==> src/rtl/tdf_pkg.sv <==
// Shared constants and controller/datapath interface types for the trial division factoriser.
package tdf_pkg;

	localparam int VALUE_WIDTH   = 16;
	localparam int FACTOR_WIDTH  = 16;
	localparam int MAX_FACTORS   = 15;
	localparam int CNT_WIDTH     = 4;
	localparam int STEP_WIDTH    = $clog2(VALUE_WIDTH);
	localparam int FIRST_DIVISOR = 2;

	// Source of the result item loaded into the output register
	localparam logic [1:0] EMIT_LOOP  = 2'd0;
	localparam logic [1:0] EMIT_FINAL = 2'd1;
	localparam logic [1:0] EMIT_BAD   = 2'd2;

	typedef struct packed {
		logic       load;
		logic       start_div;
		logic       step_div;
		logic       take_factor;
		logic       inc_div;
		logic       emit;
		logic [1:0] emit_sel;
	} cmd_t;

	typedef struct packed {
		logic small_in;
		logic sq_gt;
		logic cnt_max;
		logic div_last;
		logic rem_zero;
		logic rem_one;
		logic out_free;
	} status_t;

endpackage

==> src/rtl/tdf_ctrl.sv <==
// Controller state machine sequencing the trial divisions and result items.
module tdf_ctrl (
	input  logic             clk,
	input  logic             arst_n,
	input  logic             in_valid,
	output logic             in_ready,
	input  tdf_pkg::status_t sts,
	output tdf_pkg::cmd_t    cmd
);

	localparam logic [2:0] ST_IDLE   = 3'd0;
	localparam logic [2:0] ST_CMP    = 3'd1;
	localparam logic [2:0] ST_DIV    = 3'd2;
	localparam logic [2:0] ST_DCHK   = 3'd3;
	localparam logic [2:0] ST_EMIT_F = 3'd4;
	localparam logic [2:0] ST_EMIT_L = 3'd5;
	localparam logic [2:0] ST_EMIT_B = 3'd6;

	logic [2:0] state_q;
	logic [2:0] state_d;

	always_comb begin
		state_d  = state_q;
		in_ready = 1'b0;
		cmd      = '0;
		cmd.emit_sel = tdf_pkg::EMIT_LOOP;
		case (state_q)
			ST_IDLE: begin
				in_ready = 1'b1;
				if (in_valid) begin
					cmd.load = 1'b1;
					state_d  = sts.small_in ? ST_EMIT_B : ST_CMP;
				end
			end
			ST_CMP: begin
				// stop once divisor squared passes the cofactor, or the item is full
				if (sts.sq_gt || sts.cnt_max) begin
					state_d = ST_EMIT_L;
				end else begin
					cmd.start_div = 1'b1;
					state_d       = ST_DIV;
				end
			end
			ST_DIV: begin
				cmd.step_div = 1'b1;
				if (sts.div_last) begin
					state_d = ST_DCHK;
				end
			end
			ST_DCHK: begin
				if (sts.rem_zero) begin
					cmd.take_factor = 1'b1;
					state_d         = ST_EMIT_F;
				end else begin
					cmd.inc_div = 1'b1;
					state_d     = ST_CMP;
				end
			end
			ST_EMIT_F: begin
				cmd.emit_sel = tdf_pkg::EMIT_LOOP;
				if (sts.out_free) begin
					cmd.emit = 1'b1;
					state_d  = sts.rem_one ? ST_IDLE : ST_CMP;
				end
			end
			ST_EMIT_L: begin
				cmd.emit_sel = tdf_pkg::EMIT_FINAL;
				if (sts.out_free) begin
					cmd.emit = 1'b1;
					state_d  = ST_IDLE;
				end
			end
			ST_EMIT_B: begin
				cmd.emit_sel = tdf_pkg::EMIT_BAD;
				if (sts.out_free) begin
					cmd.emit = 1'b1;
					state_d  = ST_IDLE;
				end
			end
			default: begin
				state_d = ST_IDLE;
			end
		endcase
	end

	always_ff @(posedge clk or negedge arst_n) begin
		if (!arst_n) begin
			state_q <= ST_IDLE;
		end else begin
			state_q <= state_d;
		end
	end

endmodule

==> src/rtl/tdf_datapath.sv <==
// Datapath: cofactor, divisor and its square, serial restoring divider, output register.
module tdf_datapath (
	input  logic                               clk,
	input  logic                               arst_n,
	input  logic [tdf_pkg::VALUE_WIDTH-1:0]    value,
	input  logic                               out_ready,
	output logic                               out_valid,
	output logic [tdf_pkg::FACTOR_WIDTH-1:0]   factor,
	output logic                               last,
	output logic                               prime_flag,
	output logic                               bad_input,
	input  tdf_pkg::cmd_t                      cmd,
	output tdf_pkg::status_t                   sts
);

	localparam int W = tdf_pkg::VALUE_WIDTH;

	logic [W-1:0]                    rem_q;
	logic [W-1:0]                    dvs_q;
	logic [2*W-1:0]                  sq_q;
	logic [tdf_pkg::CNT_WIDTH-1:0]   cnt_q;
	logic [W:0]                      acc_q;
	logic [W-1:0]                    quo_q;
	logic [tdf_pkg::STEP_WIDTH-1:0]  step_q;
	logic [tdf_pkg::FACTOR_WIDTH-1:0] factor_q;
	logic                            last_q;
	logic                            prime_q;
	logic                            bad_q;
	logic                            out_valid_q;

	logic [W:0]                      shifted;
	logic                            fits;
	logic [tdf_pkg::FACTOR_WIDTH-1:0] emit_factor;
	logic                            emit_last;
	logic                            emit_prime;
	logic                            emit_bad;

	assign shifted = {acc_q[W-1:0], quo_q[W-1]};
	assign fits    = (shifted >= {1'b0, dvs_q});

	assign sts.small_in = (value < W'(tdf_pkg::FIRST_DIVISOR));
	assign sts.sq_gt    = (sq_q > {{W{1'b0}}, rem_q});
	assign sts.cnt_max  = (cnt_q == tdf_pkg::CNT_WIDTH'(tdf_pkg::MAX_FACTORS - 1));
	assign sts.div_last = (step_q == tdf_pkg::STEP_WIDTH'(W - 1));
	assign sts.rem_zero = (acc_q == '0);
	assign sts.rem_one  = (rem_q == W'(1));
	assign sts.out_free = !out_valid_q || out_ready;

	always_comb begin
		emit_factor = '0;
		emit_last   = 1'b1;
		emit_prime  = 1'b0;
		emit_bad    = 1'b0;
		case (cmd.emit_sel)
			tdf_pkg::EMIT_LOOP: begin
				// the cofactor has already been divided: it is the last item when it hit one
				emit_factor = tdf_pkg::FACTOR_WIDTH'(dvs_q);
				emit_last   = (rem_q == W'(1));
			end
			tdf_pkg::EMIT_FINAL: begin
				emit_factor = tdf_pkg::FACTOR_WIDTH'(rem_q);
				emit_prime  = (cnt_q == '0);
			end
			tdf_pkg::EMIT_BAD: begin
				emit_bad = 1'b1;
			end
			default: begin
				emit_bad = 1'b1;
			end
		endcase
	end

	always_ff @(posedge clk) begin
		if (cmd.load) begin
			rem_q <= value;
			dvs_q <= W'(tdf_pkg::FIRST_DIVISOR);
			sq_q  <= (2*W)'(tdf_pkg::FIRST_DIVISOR * tdf_pkg::FIRST_DIVISOR);
		end else if (cmd.take_factor) begin
			rem_q <= quo_q;
		end else if (cmd.inc_div) begin
			// (d+1)^2 = d^2 + 2d + 1
			dvs_q <= dvs_q + W'(1);
			sq_q  <= sq_q + {{(W-1){1'b0}}, dvs_q, 1'b1};
		end

		if (cmd.start_div) begin
			acc_q  <= '0;
			quo_q  <= rem_q;
			step_q <= '0;
		end else if (cmd.step_div) begin
			acc_q  <= fits ? (shifted - {1'b0, dvs_q}) : shifted;
			quo_q  <= {quo_q[W-2:0], fits};
			step_q <= step_q + tdf_pkg::STEP_WIDTH'(1);
		end

		if (cmd.emit) begin
			factor_q <= emit_factor;
			last_q   <= emit_last;
			prime_q  <= emit_prime;
			bad_q    <= emit_bad;
		end
	end

	always_ff @(posedge clk or negedge arst_n) begin
		if (!arst_n) begin
			cnt_q       <= '0;
			out_valid_q <= 1'b0;
		end else begin
			if (cmd.load) begin
				cnt_q <= '0;
			end else if (cmd.take_factor) begin
				cnt_q <= cnt_q + tdf_pkg::CNT_WIDTH'(1);
			end
			if (cmd.emit) begin
				out_valid_q <= 1'b1;
			end else if (out_ready) begin
				out_valid_q <= 1'b0;
			end
		end
	end

	assign out_valid  = out_valid_q;
	assign factor     = factor_q;
	assign last       = last_q;
	assign prime_flag = prime_q;
	assign bad_input  = bad_q;

endmodule

==> src/rtl/trial_division_factorizer_core.sv <==
// Each trial divisor takes a compare, a 16-bit serial divide and a remainder check, and each
// result item waits for the output register to be free; 16-bit primes near 65535 need
// about 255 divisors, and inputs below 2 go straight to a single bad-input item.
// Throughput: one item at a time, limited by the one-bit-per-cycle restoring divider.
// A result item waits in the output register while the next item is taken in.
// Reset (arst_n, asynchronous, active low) clears the state machine, count and out_valid.
module trial_division_factorizer_core (
	input  logic                             clk,
	input  logic                             arst_n,
	input  logic                             in_valid,
	output logic                             in_ready,
	input  logic [tdf_pkg::VALUE_WIDTH-1:0]  value,
	output logic                             out_valid,
	input  logic                             out_ready,
	output logic [tdf_pkg::FACTOR_WIDTH-1:0] factor,
	output logic                             last,
	output logic                             prime_flag,
	output logic                             bad_input
);

	tdf_pkg::cmd_t    cmd;
	tdf_pkg::status_t sts;

	tdf_ctrl u_ctrl (
		.clk      (clk),
		.arst_n   (arst_n),
		.in_valid (in_valid),
		.in_ready (in_ready),
		.sts      (sts),
		.cmd      (cmd)
	);

	tdf_datapath u_datapath (
		.clk        (clk),
		.arst_n     (arst_n),
		.value      (value),
		.out_ready  (out_ready),
		.out_valid  (out_valid),
		.factor     (factor),
		.last       (last),
		.prime_flag (prime_flag),
		.bad_input  (bad_input),
		.cmd        (cmd),
		.sts        (sts)
	);

endmodule

==> config.mk <==
export PLATFORM = sky130hd
export DESIGN_NAME = trial_division_factorizer_core
export DESIGN_NICKNAME = d
export VERILOG_FILES = /design/src/rtl/tdf_pkg.sv /design/src/rtl/tdf_ctrl.sv /design/src/rtl/tdf_datapath.sv /design/src/rtl/trial_division_factorizer_core.sv
export SDC_FILE = /design/constraint.sdc
export NUM_CORES = 1
export LEC_CHECK = 0
export BUFFER_PORTS_ARGS = -buffer_cell sky130_fd_sc_hd__buf_2
export CAP_MARGIN = 20
export CORE_AREA = 4 4 86 169
export CTS_BUF_LIST = sky130_fd_sc_hd__clkbuf_4 sky130_fd_sc_hd__clkbuf_8
export CTS_CLUSTER_DIAMETER = 150
export DETAILED_ROUTE_END_ITERATION = 8
export DIE_AREA = 0 0 90 173
export PLACE_DENSITY_LB_ADDON = 0.3
export SYNTH_ARGS = -nofsm -noshare
export SYNTH_HDL_FRONTEND = slang
export SYNTH_SLANG_ARGS = --single-unit
export TNS_END_PERCENT = 30
==> constraint.sdc <==
create_clock -name clk -period 5.19 [get_ports clk]
set_clock_uncertainty 0.15 [all_clocks]
set_input_delay 0.2595 -clock clk [delete_from_list [all_inputs] [get_ports clk]]
set_output_delay 0.2595 -clock clk [all_outputs]
set_load 0.02 [all_outputs]
## Word level (Yosys, flattened, before mapping)

Index checks and enable logic that the tools add are counted.

| storage, ports and cells | value |
|---|---|
| output and inout bits | 21 |
| word-level logic and storage cells | 81 |
| flip-flop bits (word level) | 128 |
| input port bits | 20 |

| cells by class | value |
|---|---|
| equal/unequal tests | 14 |
| magnitude comparators | 3 |
| reduce and logical (&&, ||, !) cells | 14 |
| bitwise logic cells | 1 |
| $add $sub $neg | 5 |
| muxes and demuxes | 31 |

Operator list:

| kind | number |
|---|---|
| 16-bit two-way mux | 4 |
| 32-bit by 17-bit adder with 32-bit output | 1 |
| 32-bit by 16-bit greater-than comparator with 1-bit output | 1 |
| 16-bit case mux with 2 select lines | 1 |
| 3-bit two-way mux | 7 |
| 3-bit case mux with 6 select lines | 1 |
| 17-bit by 16-bit >= comparator with 1-bit output | 1 |
| 17-bit zero test | 1 |
| 17-bit two-way mux | 1 |
| 17-bit by 16-bit subtractor with 17-bit output | 1 |
| 16-bit by 1-bit adder with 16-bit output (second input constant) | 1 |
| 16-bit by 1-bit == test with 1-bit output (second input constant) | 1 |
| 16-bit by 2-bit less-than comparator with 1-bit output (second input constant) | 1 |
| 1-bit two-way mux | 13 |
| 3-bit == test (second input constant) | 3 |
| 3-bit case mux with 3 select lines | 1 |
| 4-bit by 1-bit adder with 4-bit output (second input constant) | 2 |
| 4-bit == test (second input constant) | 2 |
| 4-bit two-way mux | 2 |
| 3-bit by 2-bit == test with 1-bit output (second input constant) | 2 |
| 2-bit inequality test (second input constant) | 3 |
| 2-bit nonzero test | 3 |
| 4-bit zero test | 1 |
| 4-bit AND reduction | 1 |
| other kinds (11) | 13 |

## Logic depth before layout (Yosys ltp)

| logic depth | value |
|---|---|
| word-level depth | 7 |
| gate-level depth with buffers | 12 |
| depth with buffers taken out | 10 |

## Cells and area by module

Synthesis repeated with hierarchy kept, for this count alone.

| second synthesis, totals | value |
|---|---|
| cell total of the unflattened synthesis | 840 |
| area, all modules | 7838.8 µm² |

Modules (own cells, without submodules):

| module | instances | area an instance (µm²) | seq. area each (µm²) | cells an instance |
|---|---|---|---|---|
| tdf_datapath | 1 | 7507.2 | 3037.9 | 798 |
| tdf_ctrl | 1 | 331.6 | 75.1 | 42 |

## Least setup slack after synthesis

OpenSTA, ideal clock, no wires.

| timing | value |
|---|---|
| path type | flip-flop to flip-flop |
| from | register u_datapath.rem_q[5] |
| to | register u_datapath.quo_q[0] (enable) |
| data arrival time | 2540 ps |
| path slack | 2137 ps |
| buffers on the path | 1 |
| required time | 4676 ps |
| setup time | 364 ps |
| cell stages (with the launch flop) | 11 |
| cell sequence | edfxtp_1 -> inv_1 -> ha_1 -> a211oi_1 -> o21ai_0 -> a2111oi_0 -> o31ai_1 -> or4_1 -> clkbuf_1 -> and2_1 -> inv_1 |

| between the ends | value |
|---|---|
| word-level cells in the longest chain between the ends | 5 |

Ends and longest elaborated chain:

| item | line | text |
|---|---|---|
| from (decl) | tdf_datapath.sv:18 | `logic [W-1:0] rem_q;` |
| from (signal assigned) | tdf_datapath.sv:75 | `rem_q <= value;` |
| from (signal assigned) | tdf_datapath.sv:79 | `rem_q <= quo_q;` |
| 32-bit by 16-bit greater-than comparator with 1-bit output | tdf_datapath.sv:42 | `assign sts.sq_gt = (sq_q > {{W{1'b0}}, rem_q});` |
| 1-bit logical OR | tdf_ctrl.sv:37 | `if (sts.sq_gt \|\| sts.cnt_max) begin` |
| 1-bit two-way mux | tdf_ctrl.sv:37 |  |
| 1-bit two-way mux | tdf_ctrl.sv:27 | `case (state_q)` |
| 2-bit nonzero test (no source line) | -- |  |
| to (signal assigned) | tdf_datapath.sv:88 | `quo_q <= rem_q;` |
| to (signal assigned) | tdf_datapath.sv:92 | `quo_q <= {quo_q[W-2:0], fits};` |
| to (decl) | tdf_datapath.sv:23 | `logic [W-1:0] quo_q;` |

Every way passes these cells.
A chain may end at the register's enable or synchronous reset.

## Worst setup path in the final report

| timing | value |
|---|---|
| from | register u_datapath.rem_q[5] |
| to | register u_datapath.quo_q[4] (enable) |

The elaborated chain is that of the path after synthesis.

==> flow_metrics.py <==
metrics = {
    "status": {
        "status": "finished, final reports clean",
    },
    "setup_path": {
        "critPathLaunch": "u_datapath.rem_q[5]",
        "crit_chain": "inv_1 > ha_1 > a211oi_1 > o21ai_0 > a2111oi_0 > o31ai_1 > or4_1 > and2_1 > inv_1",
        "cp.depth": 9,
        "r2r-start": "u_datapath.rem_q[5]",
        "critPathKind": "register to register",
        "path_max_fanout": 16,
        "slowest_stage": "inv_1",
        "cpLargestDelayFamily": "compound AO/OA/AOI/OAI gates",
        "ff2ff_setup_slack_ns": 1.77,
        "worstSetupEndpoint": "u_datapath.quo_q[4]",
        "slowest_delay_ns": 0.49,
        "cp_data_arrival_time_ns": 3.36,
        "timing.critical_path.mode_cell": "inv_1",
        "r2r_end": "u_datapath.quo_q[4]",
        "cp-end-kind": "register",
        "crit_buf_inv": 2,
        "startpoint_type": "register",
        "r2r_cells": 9,
        "required_ns": 5.12,
    },
    "global_routing": {
        "grt_pass1_vias": 6914,
        "grt_antenna_before_repair": 0,
        "grt_start_max_net_pins": 61,
        "overflow": 0,
        "grtUsageTotal": 0.272,
        "grt_pass1_wl_mm": 34.2,
    },
    "timing": {
        "period_minus_slack_ns": 3.42,
        "hold_viol": 0,
        "setup_violations": 0,
        "fmax_ghz": 0.292,
        "fin_setup_tns_ns": 0,
        "final_max_slew_viol_count": 0,
        "worst_pin_slew_ns": 0.919,
        "fin_crit_sh": 0.660,
        "rsz0062_at_grt": "no",
        "max_slew_margin": 0.387,
    },
    "drt": {
        "drt_iter0_drc": 614,
        "drtAntennaViolNets": 0,
        "wl_per_cell_um": 18.6,
        "routed_via_density": 6.30,
        "drc_errors": 0,
        "drt_wl_total_mm": 20.7,
        "drt_pre_antenna_iters": 5,
        "num_vias": 7008,
    },
    "logic_synthesis": {
        "ys_ff_latch": 128,
        "yosysTopAreaCell": "edfxtp_1",
        "ys_seq_area_frac": 0.396,
        "synth_cell_types": 76,
        "synthTopCellsByArea": "edfxtp_1 (19%), dfxtp_1 (18%), ha_1 (8.4%)",
        "synth_top_area_share": 0.195,
        "postSynthAreaPerCell_um2": 8.77,
        "synthCells": 896,
        "syn-cell-area_um2": 7860,
        "synth_edf_count": 51,
        "yosys_most_used_dff": "dfxtp_1",
        "ys_async_sr_fraction": 0.0625,
        "synth_fp_nets": 971,
        "ys_warn_count": 0,
    },
    "floorplan": {
        "pin_count": 41,
        "rows": 60,
        "dieHeight_um": 173,
        "core_um2": 13300,
        "die_w_um": 90,
        "dieArea_um2": 15600,
        "start_util": 0.592,
    },
    "clock_tree": {
        "cts_inserted_buffers": 17,
        "cts_buffer_depth": 2,
        "clk_latency_ns": 0.45,
        "clkTransAtPathRegs_ns": 0.07,
        "clock-sinks": 128,
        "htreeDepth": 4,
        "post_cts_resized": 0,
        "cts_root_buf": "clkbuf_8",
        "cts_setup_buffers": 0,
        "cts_tree": "yes",
        "ctsHoldBuffers": 17,
    },
    "layout": {
        "syn_to_final_growth_pct": 11.7,
        "nets": 1019,
        "final_common_cell": "nand2_1",
        "final_cells": 1112,
        "fillers": 1068,
        "layout_common_cells": "nand2_1 (142), dfxtp_1 (69), nor2_1 (59)",
        "n_antenna_cell": 0,
        "drive_gt1_frac": 0.110,
    },
    "power_and_ir_drop": {
        "p_leak_nw": 3.67,
        "irDropWorstVdd_uv": 383,
        "p_per_area_nw_per_um2": 541,
    },
    "hold_path": {
        "hold_path.class": "input pin to asynchronous set/reset pin",
    },
    "place": {
        "place_inst": 1063,
        "port_buffers": 40,
        "dp_hpwl_mm": 15.0,
        "gp_congestion": 0.931,
    },
    "job": {
        "drv_cap": 0,
    },
}
==> per-stage QoR <==
step	hold slack, ns	worst slack (ns)	area, um^2	util	total power, mW
final	0.0213	1.77	8780	0.661	4.76
after global routing	0.0142	1.56	8780	0.661	5.08
after CTS	0.00305	1.76	8780	0.661	4.73
after detailed placement	-0.0394	1.78	8190	0.616	3.77
after global placement	-0.0405	1.85	8150	0.613	3.69
after floorplan	-0.186	2.14	7860	-	3.24
==> layout make-up <==
class,count,area (um^2),share of cell area
multi-input combinational,680,4400,0.501
sequential,128,3110,0.354
clock buffer,17,234,0.0266
inverter,51,191,0.0218
tap,155,194,0.0221
timing repair buffer,66,462,0.0526
clock inverter,15,193,0.0219
==> synthesized netlist by cell type (14+ instances only) <==
cell / count
nand3_1: 37
inv_1: 51
nor3_1: 14
nor4_1: 23
a21oi_1: 48
xor2_1: 15
edfxtp_1: 51
nor2_1: 59
xnor2_1: 24
nand2_1: 142
clkbuf_1: 22
dfxtp_1: 69
nand4_1: 22
o21ai_0: 45
ha_1: 53
==> power breakdown <==
group	internal (mW)	switching (mW)
sequential	1.41	0.227
clock	0.520	0.416
combinational	0.833	1.35
total	2.76	1.99
==> routing by layer <==
metal,up-vias,global-route usage,share of wire
li1,3351,-,-
met1,3334,0.331,0.40
met2,253,0.452,0.50
met3,70,0.0475,0.059
met4,0,0.150,0.044
met5,-,0,0
==> worst register-to-register path, cell delays in order (launching register included) <==
cell	delay, ns
edfxtp_1	0.42
inv_1	0.10
ha_1	0.24
a211oi_1	0.25
o21ai_0	0.16
a2111oi_0	0.43
o31ai_1	0.15
or4_1	0.44
and2_1	0.22
inv_1	0.50
==> worst min-delay path by stage <==
stage / startpoint / endpoint / slack (ns) / cells after the start
after detailed placement: arst_n / u_ctrl.state_q[0] / -0.04 / 1
after global placement: arst_n / u_ctrl.state_q[1] / -0.04 / 1
after floorplan: arst_n / u_ctrl.state_q[0] / -0.19 / 0
after CTS: value[15] / u_datapath.rem_q[15] / 0.003 / 3
final: arst_n / u_datapath.cnt_q[2] / 0.02 / 2
after global routing: value[15] / u_datapath.rem_q[15] / 0.01 / 3
==> kinds of logic after synthesis <==
kind of cell	count (synthesis)	share of synthesized area
AND/OR/NAND/NOR	366	0.227
buffers and inverters	88	0.0452
XOR/XNOR	39	0.0435
adder cells (fa/ha/maj)	55	0.0894
AO/OA/AOI/OAI	204	0.177
flip-flops	128	0.396
multiplexers	16	0.0213
==> sequential cells by signal, indices dropped and copies added (netlist names) <==
| signal | count |
|---|---|
| u_datapath.out_valid | 1 |
| u_datapath.cnt_q | 4 |
| u_datapath.bad_input | 1 |
| u_datapath.last | 1 |
| u_datapath.rem_q | 16 |
| u_ctrl.state_q | 3 |
| u_datapath.prime_flag | 1 |
| u_datapath.factor | 16 |
| u_datapath.dvs_q | 16 |
| u_datapath.sq_q | 32 |
| u_datapath.acc_q | 17 |
| u_datapath.quo_q | 16 |
| u_datapath.step_q | 4 |
No activity file was read; power rests on OpenSTA's default activity.
